## src/sv/gws_pkg.sv

```systemverilog
// Shared types and constants of the grid word search unit.
package gws_pkg;

  localparam int GRID_SIZE_W = 7;
  localparam int WORD_LEN_W  = 4;
  localparam int CHAR_W      = 8;
  localparam int COORD_W     = 6;
  localparam int CFG_DATA_W  = 64;
  localparam int CFG_IDX_W   = 2;
  localparam int TOTAL_W     = 2 * GRID_SIZE_W;
  localparam int HIGH_CHAR0  = 8;

  localparam logic [CFG_IDX_W-1:0] REG_GRID_SIZE  = 2'd0;
  localparam logic [CFG_IDX_W-1:0] REG_WORD_LEN   = 2'd1;
  localparam logic [CFG_IDX_W-1:0] REG_CHARS_LOW  = 2'd2;
  localparam logic [CFG_IDX_W-1:0] REG_CHARS_HIGH = 2'd3;

  // One search job: effective grid side and word length.
  typedef struct packed {
    logic [GRID_SIZE_W-1:0] size;
    logic [WORD_LEN_W-1:0]  len;
  } job_t;

  typedef enum logic [1:0] {
    DIR_RIGHT = 2'd0,
    DIR_LEFT  = 2'd1,
    DIR_UP    = 2'd2,
    DIR_DOWN  = 2'd3
  } dir_t;

  typedef enum logic [2:0] {
    ENG_IDLE,
    ENG_DIR,
    ENG_READ,
    ENG_CMP,
    ENG_DONE
  } eng_state_t;

endpackage

```

## src/sv/gws_queue.sv

```systemverilog
// Two-entry job queue between the loader and the search engine.
module gws_queue
  import gws_pkg::*;
(
  input  logic clk,
  input  logic rst_n,
  input  logic push,
  input  job_t push_job,
  input  logic pop,
  output job_t head_job,
  output logic not_empty
);

  job_t       entry_r [2];
  logic       wr_ptr_r, wr_ptr_nxt;
  logic       rd_ptr_r, rd_ptr_nxt;
  logic [1:0] count_r, count_nxt;
  logic       do_push, do_pop;

  assign do_push   = push && (count_r != 2'd2);
  assign do_pop    = pop && (count_r != 2'd0);
  assign not_empty = (count_r != 2'd0);
  assign head_job  = entry_r[rd_ptr_r];

  always_comb begin
    wr_ptr_nxt = do_push ? ~wr_ptr_r : wr_ptr_r;
    rd_ptr_nxt = do_pop ? ~rd_ptr_r : rd_ptr_r;
    count_nxt  = count_r + 2'(do_push) - 2'(do_pop);
  end

  always_ff @(posedge clk) begin
    if (!rst_n) begin
      wr_ptr_r <= 1'b0;
      rd_ptr_r <= 1'b0;
      count_r  <= 2'd0;
    end else begin
      wr_ptr_r <= wr_ptr_nxt;
      rd_ptr_r <= rd_ptr_nxt;
      count_r  <= count_nxt;
    end
  end

  always_ff @(posedge clk) begin
    if (do_push) begin
      entry_r[wr_ptr_r] <= push_job;
    end
  end

endmodule

```

## config.mk

```make
export PLATFORM = sky130hd
export DESIGN_NAME = gws_queue
export DESIGN_NICKNAME = d
export VERILOG_FILES = /design/src/sv/gws_pkg.sv /design/src/sv/gws_queue.sv
export SDC_FILE = /design/constraint.sdc
export NUM_CORES = 1
export LEC_CHECK = 0
export BUFFER_PORTS_ARGS = -buffer_cell sky130_fd_sc_hd__buf_4
export CORE_MARGIN = 5
export CORE_UTILIZATION = 45
export CTS_BUF_LIST = sky130_fd_sc_hd__clkbuf_16
export DETAILED_ROUTE_END_ITERATION = 8
export PLACE_DENSITY_LB_ADDON = 0.05
export REMOVE_ABC_BUFFERS = 1
export SYNTH_ARGS = -nofsm -noshare
export SYNTH_HDL_FRONTEND = slang
export SYNTH_SLANG_ARGS = --single-unit
```

## constraint.sdc

```tcl
create_clock -name clk -period 1.4 [get_ports clk]
set_input_delay 0.14 -clock clk [delete_from_list [all_inputs] [get_ports clk]]
set_output_delay 0.14 -clock clk [all_outputs]
set_load 0.05 [all_outputs]
```

==> impl_metrics.json <==
{
  "status": "finished, violations left",
  "violations": "negative setup slack",
  "nets": 117,
  "critical_path_class": "reg -> reg",
  "finalClockSkew_ns": 0.000821,
  "totalWireLength_um": 1670,
  "drive_above_1_share": 0.626,
  "grt_pass1_vias": 657,
  "required_ns": 1.55,
  "crit_path_max_incr_delay_ns": 0.34,
  "power_uw": 3110,
  "portBuffers": 26,
  "power_frac_seq": 0.349,
  "dp_hpwl_um": 1180,
  "htreeDepth": 1,
  "clk_latency_ns": 0.26,
  "cts_buffers": 3,
  "min_period_over_period": 1.09,
  "final_cell_area_um2": 1520,
  "coreArea_um2": 2210,
  "period_needed_ns": 1.53,
  "syn-instance-count": 59,
  "grt_pass1_wl_um": 2740,
  "overflow": 0,
  "io_pins": 27,
  "yosysTopAreaCell": "edfxtp_1",
  "synth-seq-cells": 27,
  "hold_viol": 0,
  "vias": 591,
  "p_leak_uw": 0.000590,
  "dpl_cell_area_um2": 1320,
  "drtPass1Iterations": 3,
  "synth_area_leaders": "edfxtp_1 64%, mux2_2 12%, dfxtp_1 9.7%",
  "synth_area_um2": 1040,
  "switching_power_uw": 1060,
  "yosys_warnings": 0,
  "cp-end-kind": "register",
  "worstPathCellList": "o21a_4, ha_4, inv_4, ha_4, xnor2_2, xnor2_1, and2_1",
  "setup_slack_ns": -0.127,
  "synth_top_area_frac": 0.638,
  "num_antenna_cells": 0,
  "track_usage": 0.110,
  "gp_congestion": 0.638,
  "sw_frac_of_total": 0.342,
  "rsz0062_at_grt": "true",
  "hold_buffers": 0,
  "clockBufferDepth": 2,
  "via_per_inst": 4.65,
  "start_util": 0.468,
  "avgSynthCellArea_um2": 17.6,
  "slew_headroom": 0.880,
  "clock_sinks": 27,
  "grt_antenna_before_repair": 0,
  "post-place-cells": 120,
  "p_int_uw": 2040,
  "wl_per_cell_um": 13.1,
  "grt_max_degree": 17,
  "critPathSlowestCell": "dfxtp_2",
  "rows": 17,
  "setup_violations": 1,
  "path_common_cell": "ha_4",
  "fp.dieH_um": 58.0,
  "worst_pin_slew_ns": 0.179,
  "drc": 0,
  "final_antenna_net_count": 0,
  "cts_tree": "done",
  "report.final.slew_viol_count": 0,
  "cts_root_buf": "clkbuf_16",
  "fmax_mhz": 655,
  "final_cells": 127,
  "syn_to_final_growth_pct": 46.4,
  "drt-initial-drc-count": 11,
  "clk_pin_slew_ns": 0.06,
  "start_kind": "register",
  "die_width_um": 58.0,
  "pwr-share-clk": 0.208,
  "maxCapViolations": 0,
  "power_density_nw_per_um2": 2050,
  "arrival_ns": 1.68,
  "combPwrFrac": 0.443,
  "hp-class": "in -> reg",
  "fp.dieArea_um2": 3360,
  "cp_max_fo": 3,
  "yosysSeqAreaShare": 0.734,
  "yosysUniqueCellTypes": 15,
  "ir_drop_mv": 1.32
}
## kinds of logic (layout without fill, tap and decap cells)
family	Yosys count	in the layout	synth area share
flops	27	27	0.734
mux	12	12	0.129
simple gates	9	9	0.0447
buf+inv	4	44	0.0181
xor+xnor	3	3	0.0254
fa+ha+maj	2	2	0.0242
compound gates	2	2	0.0242
## cell usage after synthesis (all sizes together)
cell    number
or2          1
o21ai        1
nor2         2
dfxtp        5
mux2i        1
mux2        11
edfxtp      22
inv          3
ha           2
buf          1
nor2b        2
xnor2        3
nand2        2
o21a         1
and2         2
## layout by cell type (no fill, tap or decap), types with 3 or more instances in the layout
master,synthesis,routed
clkbuf_16,0,3
edfxtp_1,22,22
buf_4,1,25
buf_6,0,12
mux2_2,11,11
## cell type report
cell class / count / area [µm²]
Clock buffer: 3 / 75.1
Clock inverter: 1 / 7.51
Fill cell: 162 / 696
Inverter: 3 / 13.8
Multi-Input combinational cell: 28 / 295
Sequential cell: 27 / 767
Tap cell: 28 / 35.0
Timing Repair Buffer: 37 / 323
## layer usage
metal  wire length [µm]  global-route usage
met1                638               0.111
met2                898               0.197
met3                 89              0.0267
met4                 40              0.0795
met5                  0                   0
## metrics by stage
stage / hold WS [ns] / utilization / setup TNS (ns) / setup slack (ns)
6_report: 0.0621 / 0.686 / -0.127 / -0.127
2_1_floorplan: 0.239 / - / -0.105 / -0.105
4_1_cts: 0.0598 / 0.684 / -0.110 / -0.110
5_1_grt: 0.0546 / 0.686 / -0.175 / -0.175
3_5_place_dp: 0.329 / 0.596 / -0.177 / -0.177
3_3_place_gp: 0.326 / 0.596 / -0.110 / -0.110
## final timing paths
| kind | startpoint | cells past startpoint | slack (ns) | end |
|---|---|---|---|---|
| worst max register to register | count_r[1] | 7 | -0.13 | count_r[1] |
| worst max-delay path | count_r[1] | 7 | -0.13 | count_r[1] |
| worst min-delay path | push_job[6] | 1 | 0.06 | entry_r[0][6] |
| worst min register to register | wr_ptr_r | 2 | 0.48 | wr_ptr_r |
## power groups by stage
stage	clock network (µW)	logic, µW	registers, µW
finish	645	1380	1080
detailed placement	0	1140	1090
global route	700	1460	1100
floorplan	0	754	1110
global placement	0	1130	1080
CTS	656	1380	1080
## timing repair
action / in CTS / in global routing
setup buffers: 3 / 0
gates resized for setup: 21 / 2
hold endpoints to repair: 0 / 0
endpoints found under the setup margin: 8 / 14
pin swaps: 7 / 7
## state kept, by name, indices dropped and copies added (netlist names), named ones only
register,cells
count_r,2
entry_r,22
wr_ptr_r,1
rd_ptr_r,1
## critical path, delay by kind of cell (launching register included)
| kind | cells | cell delay (ns) |
|---|---|---|
| compound gates | 1 | 0.22 |
| xor+xnor | 2 | 0.25 |
| fa+ha+maj | 2 | 0.42 |
| buf+inv | 1 | 0.03 |
| flops | 1 | 0.34 |
| simple gates | 1 | 0.16 |
(Power assumes the default switching activity.)
