$ cat config.mk
export PLATFORM = sky130hd
export DESIGN_NAME = gws_front
export DESIGN_NICKNAME = d
export VERILOG_FILES = /design/src/sv/gws_pkg.sv /design/src/sv/gws_front.sv
export SDC_FILE = /design/constraint.sdc
export NUM_CORES = 1
export LEC_CHECK = 0
export ABC_AREA = 0
export BUFFER_PORTS_ARGS = -buffer_cell sky130_fd_sc_hd__buf_2
export CELL_PAD_IN_SITES_DETAIL_PLACEMENT = 2
export CELL_PAD_IN_SITES_GLOBAL_PLACEMENT = 2
export CORE_MARGIN = 10
export CORE_UTILIZATION = 33
export DETAILED_ROUTE_END_ITERATION = 12
export GPL_ROUTABILITY_DRIVEN = 0
export GPL_TIMING_DRIVEN = 0
export PLACE_DENSITY = 0.89
export SLEW_MARGIN = 20
export SYNTH_ARGS = -nofsm -noshare
export SYNTH_HDL_FRONTEND = slang
export SYNTH_SLANG_ARGS = --single-unit
$ cat constraint.sdc
create_clock -name clk -period 9.2 [get_ports clk]
set_input_delay 1.84 -clock clk [delete_from_list [all_inputs] [get_ports clk]]
set_output_delay 1.84 -clock clk [all_outputs]
set_load 0.005 [all_outputs]
$ cat src/sv/gws_pkg.sv
// Shared types and constants of the grid word search unit.
package gws_pkg;

  localparam int GRID_SIZE_W = 7;
  localparam int WORD_LEN_W  = 4;
  localparam int CHAR_W      = 8;
  localparam int COORD_W     = 6;
  localparam int CFG_DATA_W  = 64;
  localparam int CFG_IDX_W   = 2;
  localparam int TOTAL_W     = 2 * GRID_SIZE_W;
  localparam int HIGH_CHAR0  = 8;

  localparam logic [CFG_IDX_W-1:0] REG_GRID_SIZE  = 2'd0;
  localparam logic [CFG_IDX_W-1:0] REG_WORD_LEN   = 2'd1;
  localparam logic [CFG_IDX_W-1:0] REG_CHARS_LOW  = 2'd2;
  localparam logic [CFG_IDX_W-1:0] REG_CHARS_HIGH = 2'd3;

  // One search job: effective grid side and word length.
  typedef struct packed {
    logic [GRID_SIZE_W-1:0] size;
    logic [WORD_LEN_W-1:0]  len;
  } job_t;

  typedef enum logic [1:0] {
    DIR_RIGHT = 2'd0,
    DIR_LEFT  = 2'd1,
    DIR_UP    = 2'd2,
    DIR_DOWN  = 2'd3
  } dir_t;

  typedef enum logic [2:0] {
    ENG_IDLE,
    ENG_DIR,
    ENG_READ,
    ENG_CMP,
    ENG_DONE
  } eng_state_t;

endpackage

$ cat src/sv/gws_front.sv
// Cell loader: counts incoming cells, writes them to the grid store, issues jobs.
module gws_front
  import gws_pkg::*;
#(
  parameter int GRID_MAX = 64,
  parameter int WORD_MAX = 15
) (
  input  logic                           clk,
  input  logic                           rst_n,
  input  logic                           accept,
  input  logic [CHAR_W-1:0]              cell_char,
  input  logic [GRID_SIZE_W-1:0]         grid_size,
  input  logic [WORD_LEN_W-1:0]          word_length,
  output logic                           wr_en,
  output logic [$clog2(GRID_MAX*GRID_MAX)-1:0] wr_addr,
  output logic [CHAR_W-1:0]              wr_data,
  output logic                           job_push,
  output job_t                           job
);

  localparam int DEPTH = GRID_MAX * GRID_MAX;
  localparam int AW    = $clog2(DEPTH);
  localparam int CNTW  = $clog2(DEPTH + 1);
  localparam int CMPW  = (CNTW > TOTAL_W) ? CNTW : TOTAL_W;

  logic [CNTW-1:0]        cnt_r, cnt_nxt, cnt_inc;
  logic [GRID_SIZE_W-1:0] eff_size;
  logic [WORD_LEN_W-1:0]  eff_len;
  logic [TOTAL_W-1:0]     total;
  logic                   grid_done;

  // clamp configured values into their legal ranges
  always_comb begin
    priority if (grid_size == '0) begin
      eff_size = GRID_SIZE_W'(1);
    end else if (int'(grid_size) > GRID_MAX) begin
      eff_size = GRID_SIZE_W'(GRID_MAX);
    end else begin
      eff_size = grid_size;
    end
    priority if (word_length == '0) begin
      eff_len = WORD_LEN_W'(1);
    end else if (int'(word_length) > WORD_MAX) begin
      eff_len = WORD_LEN_W'(WORD_MAX);
    end else begin
      eff_len = word_length;
    end
  end

  assign total     = TOTAL_W'(eff_size) * TOTAL_W'(eff_size);
  assign cnt_inc   = cnt_r + CNTW'(1);
  assign grid_done = CMPW'(cnt_inc) >= CMPW'(total);

  always_comb begin
    cnt_nxt = cnt_r;
    if (accept) begin
      cnt_nxt = grid_done ? '0 : cnt_inc;
    end
  end

  always_ff @(posedge clk) begin
    if (!rst_n) begin
      cnt_r <= '0;
    end else begin
      cnt_r <= cnt_nxt;
    end
  end

  assign wr_en    = accept && (int'(cnt_r) < DEPTH);
  assign wr_addr  = cnt_r[AW-1:0];
  assign wr_data  = cell_char;
  assign job_push = accept && grid_done;
  assign job      = '{size: eff_size, len: eff_len};

endmodule

==> summary.md <==
| Metric | Value |
|---|---|
| Int Pwr | `186 uW` |
| Grt ovf | `0` |
| Prevailing post-synth register cell | `dfxtp_1` |
| Setup WS post-layout | `~170 ps` |
| DP Worst Slack | `-564 ps` |
| ANT nets after route | `0` |
| Crit path time final | `around 9000 ps` |
| Seq/Total Area, Yosys | `about 10%` |
| Reg clk slew, reported paths | `about 60 ps` |
| Net switching power figure | `between 150 and 200 uW` |
| Synth top area cells | `ha_1 (17%), fa_1 (12%), dfxtp_1 (10%)` |
| Lkg Pwr | `0.00154 uW` |
| CTS tree | `yes` |
| Asr flop ratio synth | `0%` |
| N_diodes | `0` |
| Slowest stage delay, CP | `between 500 and 600 ps` |
| Die Wd | `108 um` |
| Avg Synthesized Cell Area | `roughly 8.4 um^2` |
| Post-Syn Instances | `slightly above 300` |
| Die Y | `around 110 um` |
| Synth area leader | `ha_1` |
| Clock Skews | `around 4.7 ps` |
| Crit path kind | `primary input to output port` |
| Ys Warns | `0` |
| Worst setup SP type | `primary input` |
| Placed cells | `approximately 450` |
| Status | `completed` |
| Buffers added on ports | `between 40 and 50` |
| Slew of the pin with the lowest slew margin | `between 500 and 600 ps` |
| Clk pwr share | `16.0%` |
| Max Cap Viol | `0` |
| Most flops, register | `cnt_r` |
| Final Cycle Share | `98.1%` |
| Combinational power share | `67.0%` |
| Final net count | `435` |
| Util after Layout | `a little over two fifths` |
| Maximum clock rate | `0.111 GHz` |
| Crit path DAT | `slightly above 7000 ps` |
| Area growth syn-to-layout | `22.1%` |
| DR pass1 iterations | `4` |
| Hpwl dp | `7250 um` |
| Max FO, Critical Path | `6` |
| Root buffer cell | `clkbuf_8` |
| Critical-path cell list | `buf_2 > nor3_1 > a21oi_1 > nor2_2 > and2_1 > ha_1 > inv_1 > fa_1 > fa_1 > inv_1 > ha_1 > or3_1 > a31o_1 > a21oi_2 > xnor2_1 > ha_1 > a21o_1 > a211o_1 > a211oi_4 > nor4b_4 > buf_6 > and2_1 > buf_2` |
| Clock buffer depth | `2` |
| Min Hold Slack | `~610 ps` |
| CORE AREA | `approximately 7400 um^2` |
| Max reg flops | `13` |
| Residual DRC count | `0` |
| Global-route wire length before repair | `15700 um` |
| DRT iter0 DRCs | `80` |
| Pwr dens | `~110 nW/um^2` |
| Syn Std Cell Area | `2540 um^2` |
| Total number of vias | `around 2.4k` |
| Largest net degree at the start of global routing | `11` |
| Sequential share of power | `17.0%` |
| Critical path buffers and inverters | `5` |
| Pins Over Slew Limit | `0` |
| Crit path top cell by count | `ha_1` |
| Count of state elements after synthesis | `13` |
| CP required | `7360 ps` |
| CTS Sinks | `13` |
| Post-Layout Cell Count | `about 460` |
| I/O pin count | `between 50 and 60` |
| Routed vias/inst | `5.31` |
| CP top delay family | `adder cells` |
| EDFF count, synth | `0` |
| H-tree Lvls | `1` |
| Worst skew pair latency | `260 ps` |
| CTS buffer count | `3` |
| Sw frac | `a little under half` |
| Worst hold path class | `flop to flop` |
| Detailed-route wire length | `a little over 10000 um` |
| Slowest-stage cell, CP | `fa_1` |
| Register area | `between 200 and 300 um^2` |
| Max-slew headroom | `a little under two thirds` |
| Area of the multi-input gates | `roughly 2100 um^2` |
| Die area | `11600 um^2` |
| Initial Utilization | `about a third` |
| Top cell type's share of synthesized area | `17.2%` |
| Gr usage total | `approximately 17%` |
| Critical Path End Type | `output port` |
| Routed WL per cell | `around 22 um` |
| Largest registers | `cnt_r (13)` |
| Post-synth cell types | `46` |
| Fillers | `856` |
| Synth cell count leaders | `ha_1 (35), inv_1 (29), buf_4 (21)` |
| Most common cell in the netlist | `ha_1` |
| Ratio of cells with drive above 1 in the final layout | `29.0%` |
| Setup-failing EPs final | `0` |
| Vias in the first global route | `approximately 2.8k` |
| Final Hold Viols | `0` |
| Setup_tns | `0 ps` |
| Worst vdd rail ir drop | `between 0.04 and 0.05 mV` |
| Std-Cell Rows | `31` |
| Antenna violations before repair | `0` |
-- layout make-up --
| type | count | share of cell area [%] |
|---|---|---|
| Buffer | 34 | 7.10 |
| Tap cell | 99 | 3.99 |
| Clock buffer | 4 | 1.45 |
| Multi-Input combinational cell | 231 | 66.8 |
| Inverter | 29 | 3.51 |
| Timing Repair Buffer | 51 | 8.79 |
| Sequential cell | 13 | 8.39 |
-- per-layer routing --
layer / track usage [%] / part of all wire [%] / vias to the layer above / wire length, um
met1: 18.5 / 40 / 1244 / 4140
met5: 0 / 0 / - / 0
met4: 4.58 / 1.9 / 0 / 199
met2: 32.4 / 54 / 64 / 5580
li1: - / - / 1126 / -
met3: 3.29 / 4.0 / 15 / 412
-- power by group through the flow --
stage / Sequential (uW) / Clock, uW / Combinational [uW]
after floorplan: 59.3 / 0 / 146
after global placement: 59.7 / 0 / 181
after detailed placement: 59.7 / 0 / 203
after CTS: 58.5 / 54.9 / 213
after global routing: 58.7 / 60.4 / 253
final: 58.6 / 55.2 / 231
-- through the flow --
step | area [um^2] | power, uW
after floorplan | 2560 | 205
after global placement | 2900 | 241
after detailed placement | 2900 | 262
after CTS | 3020 | 326
after global routing | 3100 | 372
final | 3100 | 344
-- timing repair --
| item | in CTS | in global routing |
|---|---|---|
| pin swaps | 6 | 14 |
| setup endpoints to repair | 1 | 1 |
| gates resized for setup | 13 | 15 |
| hold buffers | 0 | 0 |
| setup buffers | 2 | 5 |
| hold endpoints to repair | 0 | 0 |
-- final timing paths --
path                                    from       end  slack (ps)  cells after the start
worst max-delay path            grid_size[1]  job_push         170                     23
worst min-delay path                cnt_r[1]  cnt_r[1]         610                      2
worst max register to register      cnt_r[0]  cnt_r[2]        5370                     13
worst min register to register      cnt_r[1]  cnt_r[1]         610                      2
-- layout by cell type (no fill, tap or decap), drive strengths merged, types with 4 or more instances in the layout --
cell type / instances
buf: 73
a21oi: 10
nand2: 16
o21ai: 8
fa: 15
nand4: 8
ha: 35
clkbuf: 16
nor2: 10
nand2b: 5
dfxtp: 13
and2: 8
nand3b: 5
nor3: 5
xor2: 19
nor2b: 11
a211oi: 14
nand3: 10
xnor2: 14
o21a: 4
conb: 7
inv: 29
-- worst register-to-register path, stage by stage, from the launching register on --
cell and delay, ps:
dfxtp_1 460, ha_1 330, nand3_1 290, nor4_4 450, nand3_1 180, xnor2_1 170, ha_1 350, a211oi_2 260
nand2_2 170, a211oi_4 330, nor4b_4 100, buf_6 140, buf_4 170, a211oi_1 320
-- cell families (layout without fill, tap and decap cells) --
| kind of cell | count (synthesis) | count (layout) | share of synthesized area [%] |
|---|---|---|---|
| and+or+nand+nor | 89 | 89 | 20.8 |
| buffers and inverters | 64 | 118 | 13.0 |
| AOI/OAI and AO/OA | 51 | 51 | 14.8 |
| adders and majority gates | 50 | 50 | 29.1 |
| xor gates and xnor gates | 33 | 33 | 11.4 |
| DFF | 13 | 13 | 10.2 |
| other | 2 | 7 | 0.296 |
| muxes | 1 | 1 | 0.394 |
No activity file was read; power rests on OpenSTA's default activity.
